==> src/rtl/core/sap_pkg.sv <==
`timescale 1ns / 1ps

package sap_pkg;

  // Field widths of the request and result words.
  localparam int RectW    = 11;
  localparam int SizeW    = 12;  // padded rectangle side, up to 2048
  localparam int PagesW   = 8;
  localparam int PosW     = 12;
  localparam int PenW     = 13;
  localparam int ShelfHW  = 12;
  localparam int SideW    = 13;  // saturated page side, up to MAX_PAGE_SIDE and at most 4095
  localparam int CmpW     = 14;  // room for a 13-bit position plus a 12-bit size
  localparam int CfgIdxW  = 4;
  localparam int CfgDataW = 12;
  localparam int InDataW  = 24;
  localparam int OutDataW = 32;

  localparam logic [CfgDataW-1:0] PageSizeReset = 12'd256;
  localparam logic [PagesW-1:0]   MaxPagesReset = 8'd16;

  typedef enum logic [CfgIdxW-1:0] {
    CFG_PAGE_SIZE = 4'd0,
    CFG_MAX_PAGES = 4'd1
  } cfg_reg_t;

  typedef struct packed {
    logic [RectW-1:0] rect_height;
    logic [RectW-1:0] rect_width;
  } req_t;

  typedef struct packed {
    logic              placed;
    logic [PosW-1:0]   pos_y;
    logic [PosW-1:0]   pos_x;
    logic [PagesW-1:0] page_index;
  } res_t;

  typedef struct packed {
    logic [SideW-1:0]  side;
    logic [PagesW-1:0] max_pages;
  } cfg_t;

endpackage

==> src/rtl/core/shelf_atlas_packer_core.sv <==
`timescale 1ns / 1ps

// Shelf packer for square atlas pages. Each input word asks for a rectangle;
// the block pads it by one pixel right and bottom, puts it on the current
// shelf, opens a new shelf below when the row is full and a new page when the
// shelf runs off the bottom, and returns one output word per request with the
// page index and top-left position, or placed = 0 for a zero size or when the
// page limit is reached. A word is taken every clock cycle while the output is
// not stalled. The accepting edge loads the input register, the placement runs
// on the held request, and the result register takes the result once the
// output is free; out_tvalid comes from the result register. The placement is
// one pass through a few adds and compares on the running pen, shelf and page
// registers. Backpressure on the output stalls the input register, which keeps
// taking words until it holds one that cannot move. The user must write
// page_size and max_pages through the cfg port only while no request is in
// flight; the block does not enforce this. page_size above MAX_PAGE_SIDE saturates to it.

module shelf_atlas_packer_core #(
  parameter int MAX_PAGE_SIDE = 2048
) (
  input  logic                              clk,
  input  logic                              rst_n,
  // in_tdata: rect_width [10:0], rect_height [21:11], zero [23:22]
  input  logic                              in_tvalid,
  output logic                              in_tready,
  input  logic [sap_pkg::InDataW-1:0]       in_tdata,
  // out_tdata: page_index [7:0], pos_x [19:8], pos_y [31:20]
  output logic                              out_tvalid,
  input  logic                              out_tready,
  output logic [sap_pkg::OutDataW-1:0]      out_tdata,
  // out_tuser: placed [0]
  output logic                              out_tuser,
  input  logic                              cfg_valid,
  output logic                              cfg_ready,
  input  logic [sap_pkg::CfgIdxW-1:0]       cfg_index,
  input  logic [sap_pkg::CfgDataW-1:0]      cfg_data
);

  sap_pkg::cfg_t cfg;
  sap_pkg::req_t req_r, req_nxt;
  sap_pkg::res_t res, res_r, res_nxt;
  logic          req_valid_r, req_valid_nxt;
  logic          out_valid_r, out_valid_nxt;
  logic          adv;
  logic          in_acc;

  // Configuration writes are always taken.
  assign cfg_ready = 1'b1;

  sap_cfg #(
    .MAX_PAGE_SIDE (MAX_PAGE_SIDE)
  ) u_cfg (
    .clk       (clk),
    .rst_n     (rst_n),
    .cfg_valid (cfg_valid),
    .cfg_index (cfg_index),
    .cfg_data  (cfg_data),
    .cfg       (cfg)
  );

  // The held request moves on whenever the result register is empty or is
  // being drained in this cycle.
  assign adv       = req_valid_r && (!out_valid_r || out_tready);
  assign in_tready = !req_valid_r || adv;
  assign in_acc    = in_tvalid && in_tready;

  sap_place u_place (
    .clk   (clk),
    .rst_n (rst_n),
    .step  (adv),
    .req   (req_r),
    .cfg   (cfg),
    .res   (res)
  );

  always_comb begin
    req_valid_nxt = req_valid_r;
    if (in_acc) begin
      req_valid_nxt = 1'b1;
    end else if (adv) begin
      req_valid_nxt = 1'b0;
    end

    out_valid_nxt = out_valid_r;
    if (adv) begin
      out_valid_nxt = 1'b1;
    end else if (out_tready) begin
      out_valid_nxt = 1'b0;
    end

    req_nxt = in_acc ? sap_pkg::req_t'(in_tdata[2*sap_pkg::RectW-1:0]) : req_r;
    res_nxt = adv ? res : res_r;
  end

  always_ff @(posedge clk) begin
    if (!rst_n) begin
      req_valid_r <= 1'b0;
      out_valid_r <= 1'b0;
    end else begin
      req_valid_r <= req_valid_nxt;
      out_valid_r <= out_valid_nxt;
    end
  end

  always_ff @(posedge clk) begin
    req_r <= req_nxt;
    res_r <= res_nxt;
  end

  assign out_tvalid = out_valid_r;
  assign out_tdata  = {res_r.pos_y, res_r.pos_x, res_r.page_index};
  assign out_tuser  = res_r.placed;

endmodule

==> src/rtl/core/sap_cfg.sv <==
`timescale 1ns / 1ps

module sap_cfg #(
  parameter int MAX_PAGE_SIDE = 2048
) (
  input  logic                             clk,
  input  logic                             rst_n,
  input  logic                             cfg_valid,
  input  logic [sap_pkg::CfgIdxW-1:0]      cfg_index,
  input  logic [sap_pkg::CfgDataW-1:0]     cfg_data,
  output sap_pkg::cfg_t                    cfg
);

  localparam logic [sap_pkg::SideW-1:0] MaxSide = sap_pkg::SideW'(MAX_PAGE_SIDE);
  localparam logic [sap_pkg::SideW-1:0] ResetSide =
    ({1'b0, sap_pkg::PageSizeReset} > MaxSide) ? MaxSide : {1'b0, sap_pkg::PageSizeReset};

  logic [sap_pkg::SideW-1:0]  side_r, side_nxt;
  logic [sap_pkg::PagesW-1:0] max_pages_r, max_pages_nxt;
  logic [sap_pkg::SideW-1:0]  wr_side;

  // The page side is saturated once, when it is written.
  assign wr_side = ({1'b0, cfg_data} > MaxSide) ? MaxSide : {1'b0, cfg_data};

  always_comb begin
    side_nxt      = side_r;
    max_pages_nxt = max_pages_r;
    if (cfg_valid) begin
      unique case (sap_pkg::cfg_reg_t'(cfg_index))
        sap_pkg::CFG_PAGE_SIZE: side_nxt      = wr_side;
        sap_pkg::CFG_MAX_PAGES: max_pages_nxt = cfg_data[sap_pkg::PagesW-1:0];
        default: ;
      endcase
    end
  end

  always_ff @(posedge clk) begin
    if (!rst_n) begin
      side_r      <= ResetSide;
      max_pages_r <= sap_pkg::MaxPagesReset;
    end else begin
      side_r      <= side_nxt;
      max_pages_r <= max_pages_nxt;
    end
  end

  assign cfg.side      = side_r;
  assign cfg.max_pages = max_pages_r;

endmodule

==> src/rtl/core/sap_place.sv <==
`timescale 1ns / 1ps

module sap_place (
  input  logic          clk,
  input  logic          rst_n,
  input  logic          step,
  input  sap_pkg::req_t req,
  input  sap_pkg::cfg_t cfg,
  output sap_pkg::res_t res
);

  localparam int CmpW = sap_pkg::CmpW;

  logic [sap_pkg::PenW-1:0]    pen_r, pen_nxt;
  logic [sap_pkg::PenW-1:0]    top_r, top_nxt;
  logic [sap_pkg::ShelfHW-1:0] sh_r, sh_nxt;
  logic [sap_pkg::PagesW-1:0]  po_r, po_nxt;

  logic [sap_pkg::SizeW-1:0]   pw, ph;
  logic [CmpW-1:0]             side_c;
  logic                        zero, po_zero, cond1, close, need1, fail1, open1;
  logic                        need2, fail2, open2, ok;
  logic [sap_pkg::PenW-1:0]    pen1, top1, pen2, top2, pen3, top3;
  logic [sap_pkg::ShelfHW-1:0] sh1, sh2, sh3;
  logic [sap_pkg::PagesW-1:0]  po2, po3;

  always_comb begin
    zero    = (req.rect_width == '0) || (req.rect_height == '0);
    pw      = {1'b0, req.rect_width} + sap_pkg::SizeW'(1);
    ph      = {1'b0, req.rect_height} + sap_pkg::SizeW'(1);
    side_c  = CmpW'(cfg.side);
    po_zero = (po_r == '0);

    // First step: close the shelf when the rectangle runs past the right edge.
    cond1 = po_zero || ((CmpW'(pen_r) + CmpW'(pw)) > side_c);
    close = cond1 && !po_zero;
    top1  = close ? top_r + sap_pkg::PenW'(sh_r) : top_r;
    pen1  = close ? '0 : pen_r;
    sh1   = close ? '0 : sh_r;

    need1 = cond1 && (po_zero || ((CmpW'(top1) + CmpW'(ph)) > side_c));
    fail1 = need1 && (po_r >= cfg.max_pages);
    open1 = need1 && !fail1;
    po2   = open1 ? po_r + sap_pkg::PagesW'(1) : po_r;
    pen2  = open1 ? '0 : pen1;
    top2  = open1 ? '0 : top1;
    sh2   = open1 ? '0 : sh1;

    // Second step: the shelf must also fit vertically, even on a fresh page.
    need2 = !fail1 && ((CmpW'(top2) + CmpW'(ph)) > side_c);
    fail2 = need2 && (po2 >= cfg.max_pages);
    open2 = need2 && !fail2;
    po3   = open2 ? po2 + sap_pkg::PagesW'(1) : po2;
    pen3  = open2 ? '0 : pen2;
    top3  = open2 ? '0 : top2;
    sh3   = open2 ? '0 : sh2;

    ok = !zero && !fail1 && !fail2;

    res.placed     = ok;
    res.page_index = ok ? po3 - sap_pkg::PagesW'(1) : '0;
    res.pos_x      = ok ? pen3[sap_pkg::PosW-1:0] : '0;
    res.pos_y      = ok ? top3[sap_pkg::PosW-1:0] : '0;

    // A failed page open keeps whatever was already done before it.
    pen_nxt = pen_r;
    top_nxt = top_r;
    sh_nxt  = sh_r;
    po_nxt  = po_r;
    if (step && !zero) begin
      if (fail1) begin
        pen_nxt = pen1;
        top_nxt = top1;
        sh_nxt  = sh1;
      end else if (fail2) begin
        pen_nxt = pen2;
        top_nxt = top2;
        sh_nxt  = sh2;
        po_nxt  = po2;
      end else begin
        pen_nxt = pen3 + sap_pkg::PenW'(pw);
        top_nxt = top3;
        sh_nxt  = (ph > sh3) ? ph : sh3;
        po_nxt  = po3;
      end
    end
  end

  always_ff @(posedge clk) begin
    if (!rst_n) begin
      pen_r <= '0;
      top_r <= '0;
      sh_r  <= '0;
      po_r  <= '0;
    end else begin
      pen_r <= pen_nxt;
      top_r <= top_nxt;
      sh_r  <= sh_nxt;
      po_r  <= po_nxt;
    end
  end

endmodule

==> config.mk <==
export PLATFORM = sky130hd
export DESIGN_NAME = shelf_atlas_packer_core
export DESIGN_NICKNAME = d
export VERILOG_FILES = /design/src/rtl/core/sap_pkg.sv /design/src/rtl/core/shelf_atlas_packer_core.sv /design/src/rtl/core/sap_cfg.sv /design/src/rtl/core/sap_place.sv
export SDC_FILE = /design/constraint.sdc
export NUM_CORES = 1
export LEC_CHECK = 0
export BUFFER_PORTS_ARGS = -buffer_cell sky130_fd_sc_hd__buf_2
export CAP_MARGIN = 0
export CORE_MARGIN = 1
export CORE_UTILIZATION = 53
export CTS_CLUSTER_SIZE = 25
export DETAILED_ROUTE_END_ITERATION = 7
export GPL_ROUTABILITY_DRIVEN = 0
export GPL_TIMING_DRIVEN = 0
export MAX_ROUTING_LAYER = met4
export PLACE_DENSITY_LB_ADDON = 0.25
export SLEW_MARGIN = 20
export SYNTH_ARGS = -nofsm -noshare
export SYNTH_HDL_FRONTEND = slang
export SYNTH_HIERARCHICAL = 1
export SYNTH_SLANG_ARGS = --single-unit
==> constraint.sdc <==
create_clock -name clk -period 23.7 [get_ports clk]
set_input_delay 2.37 -clock clk [delete_from_list [all_inputs] [get_ports clk]]
set_output_delay 2.37 -clock clk [all_outputs]
set_load 0.02 [all_outputs]
-- After elaboration in Yosys (flattened, before gate mapping)
Cells that the tools add are included.
- register bits: 124
- output and inout port bits: 36
- logic and storage cells: 89
- $add $sub $neg: 10
- magnitude comparators: 7
- equal/unequal tests: 1
- muxes and demuxes: 24
- bitwise logic cells: 1
- reductions and logical operators: 32
- operators by type and width (cell ; number):
    2-to-1 mux 13 bit ; 10
    2-to-1 mux 12 bit ; 7
    adder 13 x 12 -> 14 bit ; 3
    > comparator 14 x 13 -> 1 bit ; 3
    adder 13 x 12 -> 13 bit ; 2
    adder 11 x 1 -> 12 bit, second input constant ; 2
    2-to-1 mux 8 bit ; 3
    zero test 11 bit ; 2
    adder 8 x 1 -> 8 bit, second input constant ; 2
    >= comparator 8 bit ; 2
    > comparator 12 bit ; 1
    > comparator 12 bit, second input constant ; 1
    logical AND 1 bit ; 12
    zero test 8 bit ; 1
    subtractor 8 x 1 -> 8 bit, second input constant ; 1
    zero test 1 bit ; 6
    AND reduction 2 bit ; 3
    logical OR 1 bit ; 5
    == test 4 x 1 -> 1 bit, second input constant ; 1
    zero test 4 bit ; 1
    2-to-1 mux 1 bit ; 4
    nonzero test 2 bit ; 2
    NOT 1 bit ; 1

-- Logic depth before layout (Yosys ltp)
- word-level depth: 25
- mapped depth: 90
- gate-level depth less buffers: 86

-- Hierarchy
The synthesis kept the hierarchy.
- modules (own cells, without submodules) (module ; times used ; cells each ; area an instance (µm²) ; sequential area each (µm²)):
    sap_place ; 1 ; 1045 ; 7738.7 ; 920.9
    shelf_atlas_packer_core ; 1 ; 66 ; 1766.7 ; 1691.6
    sap_cfg ; 1 ; 94 ; 939.7 ; 400.4

-- Least setup slack after synthesis
No wires, ideal clock.
- path type: flip-flop to flip-flop
- start: register req_r[0] (netlist bit)
- end: register u_place/pen_r[12] (netlist bit)
- data arrival time: 15.039 ns
- data required time: 23.581 ns
- path slack: 8.542 ns
- stages on the path, launching flop included: 89
- path buffers: 5
- cells stage by stage: edfxtp_1 -> ha_1 -> xor2_1 -> ha_1 -> nor2b_1 -> o21ai_0 -> nand2b_1 -> a21o_1 -> a21o_1 -> a21o_1 -> a21o_1 -> a21o_1 -> a21oi_1 -> nor2_1 -> o21a_1 -> nor2_1 -> xnor2_1 -> ha_1 -> [53 not listed] -> clkbuf_1 -> and2_1 -> ha_1 -> fa_1 -> a21o_1 -> a21oi_1 -> o21bai_1 -> a21oi_1 -> o21bai_1 -> a21oi_1 -> o21bai_1 -> a21oi_1 -> nor2b_1 -> o21a_1 -> o21ai_0 -> a211oi_1 -> a221o_1 -> o221a_2
- longest elaborated chain between the ends: 24
- elaborated cells between the ends (all ways): 32
- classes of those cells: add/sub: 5; order compare: 4; mux: 8; reduce/logical: 15
- ends and longest elaborated chain (element ; line ; text):
    from (decl) ; shelf_atlas_packer_core.sv:40 ; sap_pkg::req_t req_r, req_nxt;
    from (signal assigned) ; shelf_atlas_packer_core.sv:106 ; req_r <= req_nxt;
    adder 11 x 1 -> 12 bit ; sap_place.sv:29 ; pw = {1'b0, req.rect_width} + sap_pkg::SizeW'(1);
    adder 13 x 12 -> 14 bit ; sap_place.sv:35 ; cond1 = po_zero || ((CmpW'(pen_r) + CmpW'(pw)) > side_c);
    > comparator 14 x 13 -> 1 bit ; sap_place.sv:35 ;
    logical OR 1 bit ; sap_place.sv:35 ;
    logical AND 1 bit ; sap_place.sv:36 ; close = cond1 && !po_zero;
    2-to-1 mux 13 bit ; sap_place.sv:37 ; top1 = close ? top_r + sap_pkg::PenW'(sh_r) : top_r;
    adder 13 x 12 -> 14 bit ; sap_place.sv:41 ; need1 = cond1 && (po_zero || ((CmpW'(top1) + CmpW'(ph)) > side_c));
    > comparator 14 x 13 -> 1 bit ; sap_place.sv:41 ;
    [8 not listed] ; - ;
    logical AND 1 bit ; sap_place.sv:50 ; need2 = !fail1 && ((CmpW'(top2) + CmpW'(ph)) > side_c);
    logical AND 1 bit ; sap_place.sv:51 ; fail2 = need2 && (po2 >= cfg.max_pages);
    zero test 1 bit ; sap_place.sv:52 ; open2 = need2 && !fail2;
    logical AND 1 bit ; sap_place.sv:52 ;
    2-to-1 mux 13 bit ; sap_place.sv:54 ; pen3 = open2 ? '0 : pen2;
    adder 13 x 12 -> 13 bit ; sap_place.sv:81 ; pen_nxt = pen3 + sap_pkg::PenW'(pw);
    2-to-1 mux 13 bit ; sap_place.sv:75 ; end else if (fail2) begin
    2-to-1 mux 13 bit ; sap_place.sv:71 ; if (fail1) begin
    to (signal assigned) ; sap_place.sv:96 ; pen_r <= pen_nxt;
    to (decl) ; sap_place.sv:14 ; logic [sap_pkg::PenW-1:0] pen_r, pen_nxt;
Several ways; a longest one is shown, not always the timed one.
A chain may end at the register's enable or synchronous reset.

-- Final worst setup path
Same ends and word-level chain as after synthesis.

==> flow_summary.json <==
{
  "start_kind": "flip-flop",
  "max-clock-path-buffers": 2,
  "finalHoldViolations": 0,
  "cts-resized-gates": 0,
  "post_synth_inst_count": 1205,
  "rsz0062_at_grt": "false",
  "syn-mean-instance-area_sq_um": 8.67,
  "place.port_buffers": 77,
  "floorplan.die_area_sq_um": 20300,
  "setup_viol": 0,
  "detailedPlacementHpwl_microns": 21100,
  "power.ir.vdd_worst_mv": 0.0502,
  "final_layout_size_suffix_gt1_share_pct": 13.2,
  "part_of_the_cycle_the_worst_path_needs_pct": 80.0,
  "die_h_microns": 142,
  "layout-area-overhead-vs-synth_pct": 12.8,
  "grtUsageTotal_pct": 28.8,
  "post_detailed_route_wirelength_per_cell_microns": 17.3,
  "chipWidth_microns": 142,
  "insertion_delay_ns": 0.42,
  "std_cell_rows": 50,
  "prevailing_post_synth_register_cell": "sky130_fd_sc_hd__dfxtp_1",
  "r2r-end": "u_place/pen_r[12]",
  "timing.critical_path.required_ns": 24.02,
  "synth.yosys.seq_area_share_pct": 28.8,
  "timing_max_transition_violations_final": 0,
  "cts_buffers": 17,
  "initial_utilization_pct": 54.9,
  "total_power_mw": 0.716,
  "timing.critical_path.arrival_ns": 19.27,
  "yosys_warnings": 6,
  "route.final.wire_length_microns": 27300,
  "grt_start_max_net_pins": 23,
  "r2r.worst_path.cells": 88,
  "clkSinkCount": 123,
  "outcome": "complete, no violations",
  "globalRoute.totalOverflow": 0,
  "finalWorstPathRequiredPeriod_ns": 18.95,
  "setup.worst_path.end_class": "flip-flop",
  "start_of_the_worst_register_to_register_path": "req_r[0]",
  "detail_route.drc_violations": 0,
  "ys_async_sr_fraction_pct": 0,
  "stage_delay_of_the_slowest_cell_on_the_critical_path_ns": 0.73,
  "setup_tns_ns": 0,
  "grt_pass1_wl_microns": 43600,
  "timing_worst_setup_path_type": "flip-flop to flip-flop",
  "yosys.cell_types.count": 92,
  "design.portCount": 81,
  "core-area_sq_um": 19000,
  "num_vias": 9215,
  "grt_pass1_vias": 8632,
  "power_per_cell_area_nw_per_um2": 60.8,
  "fin_nets": 1489,
  "postLayoutSetupSlackWorst_ns": 4.75,
  "cts-htree-levels": 4,
  "detail-route-antenna-nets": 0,
  "filler_cell_count": 1695,
  "timing.hold.worst.start": "u_cfg/side_r[2]",
  "drt-pass1-iter-count": 5,
  "vias_per_cell": 5.85,
  "cts_setup_buffers": 0,
  "drv_cap": 0,
  "leakagePower_nw": 5.10,
  "cts.hold.buffers_added": 0,
  "timing.hold.worst.class": "flip-flop to flip-flop",
  "synth_enable_flop_cells": 55,
  "slowest_stage": "sky130_fd_sc_hd__o21ai_1",
  "area_occupied_by_multi_input_gates_sq_um": 6890,
  "finClkSkew_ns": 0.00826,
  "total_of_flip_flops_plus_latches_after_synthesis": 123,
  "clk_pin_slew_worst_paths_ns": 0.06,
  "holdPathStages": 2,
  "mappedNetlistNets": 1392,
  "hold_end": "u_cfg/side_r[2]",
  "synthesis.area_sq_um": 10400,
  "max_freq_mhz": 52.8,
  "detailedRoute.firstIterationViolations": 645,
  "antenna_cells_inserted": 0,
  "cts_tree": "built",
  "crit_path_max_fanout": 10,
  "area_used_by_sequential_logic_in_the_layout_sq_um": 3010,
  "cts.root.buffer_cell": "sky130_fd_sc_hd__clkbuf_16",
  "worst_slew_pin_slew_ns": 0.894,
  "register_to_register_setup_slack_ns": 4.75,
  "worst_slew_margin_rel_pct": 40.0,
  "worst_path_most_repeated_cell": "sky130_fd_sc_hd__a21oi_1",
  "antenna_found_initial": 0,
  "place_worst_setup_slack_ns": 5.34
}
==> synth_stat cells, drive strengths merged, types with 3 or more instances <==
cell / instances / share of area, %
ha: 137 / 16
nor2: 123 / 4.4
a21oi: 118 / 5.7
inv: 84 / 3.0
nand2: 78 / 2.8
dfxtp: 68 / 13
xnor2: 60 / 5.0
edfxtp: 55 / 16
a21o: 42 / 3.0
o21ai: 42 / 2.3
nand3: 32 / 1.5
clkbuf: 31 / 1.2
nor3: 31 / 1.5
and2: 28 / 1.7
xor2: 24 / 2.0
nand4: 20 / 1.2
mux2i: 17 / 1.6
o21a: 16 / 1.2
a211oi: 15 / 1.3
buf: 14 / 1.2
nor2b: 14 / 0.91
a22oi: 13 / 0.93
nand2b: 11 / 0.66
nand3b: 11 / 0.91
nor4: 11 / 0.86
o21bai: 11 / 0.79
or2: 10 / 0.62
and3: 9 / 0.54
o211ai: 9 / 0.79
or3: 6 / 0.36
fa: 5 / 0.96
o22ai: 5 / 0.36
o31ai: 5 / 0.36
a221oi: 4 / 0.40
a2111o: 3 / 0.42
a2111oi: 3 / 0.44
a211o: 3 / 0.25
nand4b: 3 / 0.25
==> power breakdown <==
part / switching, mW / internal (mW)
clock: 0.103 / 0.155
combinational: 0.133 / 0.0794
sequential: 0.00840 / 0.237
total: 0.245 / 0.472
==> cells in the final DEF (no fill, tap or decap), types with 12 or more instances in the layout <==
cell type,count
sky130_fd_sc_hd__nand4_1,20
sky130_fd_sc_hd__a21oi_1,115
sky130_fd_sc_hd__inv_1,83
sky130_fd_sc_hd__mux2i_1,17
sky130_fd_sc_hd__nor2b_1,12
sky130_fd_sc_hd__nor2_1,123
sky130_fd_sc_hd__nand2_1,77
sky130_fd_sc_hd__o21ai_0,30
sky130_fd_sc_hd__xor2_1,24
sky130_fd_sc_hd__ha_1,137
sky130_fd_sc_hd__edfxtp_1,55
sky130_fd_sc_hd__nand3_1,32
sky130_fd_sc_hd__nor3_1,30
sky130_fd_sc_hd__clkbuf_1,32
sky130_fd_sc_hd__dfxtp_1,68
sky130_fd_sc_hd__o21a_1,16
sky130_fd_sc_hd__and2_1,27
sky130_fd_sc_hd__clkbuf_16,17
sky130_fd_sc_hd__a22oi_1,13
sky130_fd_sc_hd__buf_2,83
sky130_fd_sc_hd__xnor2_1,60
sky130_fd_sc_hd__a21o_1,42
==> metal layers <==
metal	vias up	part of all wire (%)	GRT usage (%)
met5	-	0	-
met4	0	2.4	9.28
met3	55	5.9	5.72
met2	309	46	45.9
met1	4319	46	36.4
li1	4532	-	-
==> stage by stage <==
step	hold slack [ns]	utilization, %	std cells	area [sq um]
finish	0.454	61.9	1575	11800
global route	0.479	61.9	1575	11800
CTS	0.458	61.9	1575	11800
detailed placement	0.449	58.9	1543	11200
global placement	0.445	58.7	1542	11200
floorplan	0.435	-	1205	10400
==> critical path, delay by kind of cell, from the launching register on <==
kind                     cells  cell delay, ns
AO/OA/AOI/OAI               44            9.24
multiplexers                 1            0.53
adder cells (fa/ha/maj)     10            2.84
XOR/XNOR                     4            0.74
AND/OR/NAND/NOR             22            3.18
flip-flops                   1            0.49
buffers and inverters        7            1.76
==> flip-flops by register name, summed over array words and instances (netlist names), 8 cells and up <==
name / count
out_tdata: 32
u_place/top_r: 13
u_place/pen_r: 13
u_place/sh_r: 12
u_cfg/side_r: 12
req_r: 22
u_place/po_r: 8
u_cfg/max_pages_r: 8
==> logic make-up after synthesis <==
family	share of synthesized area [%]
adders and majority gates	17.4
and+or+nand+nor	19.3
other	0.0719
AOI/OAI and AO/OA	20.3
DFF	28.8
buffers and inverters	5.34
muxes	1.74
xor gates and xnor gates	7.04
==> worst max-delay path by stage <==
stage	startpoint	to	slack, ns	depth (start not counted)
final	req_r[0]	u_place/pen_r[12]	4.75	88
after global routing	req_r[0]	u_place/pen_r[12]	3.47	88
after CTS	req_r[0]	u_place/pen_r[12]	5.15	88
after detailed placement	req_r[0]	u_place/pen_r[12]	5.34	88
after global placement	req_r[0]	u_place/pen_r[12]	5.53	88
after floorplan	req_r[0]	u_place/pen_r[12]	8.54	88
==> layout make-up <==
cell class / count / area share (%)
Timing Repair Buffer: 78 / 3.51
Sequential cell: 123 / 25.6
Clock inverter: 13 / 1.22
Multi-Input combinational cell: 953 / 58.5
Buffer: 45 / 2.06
Clock buffer: 19 / 3.68
Inverter: 84 / 2.68
Tap cell: 260 / 2.76
No activity file was read; power rests on OpenSTA's default activity.
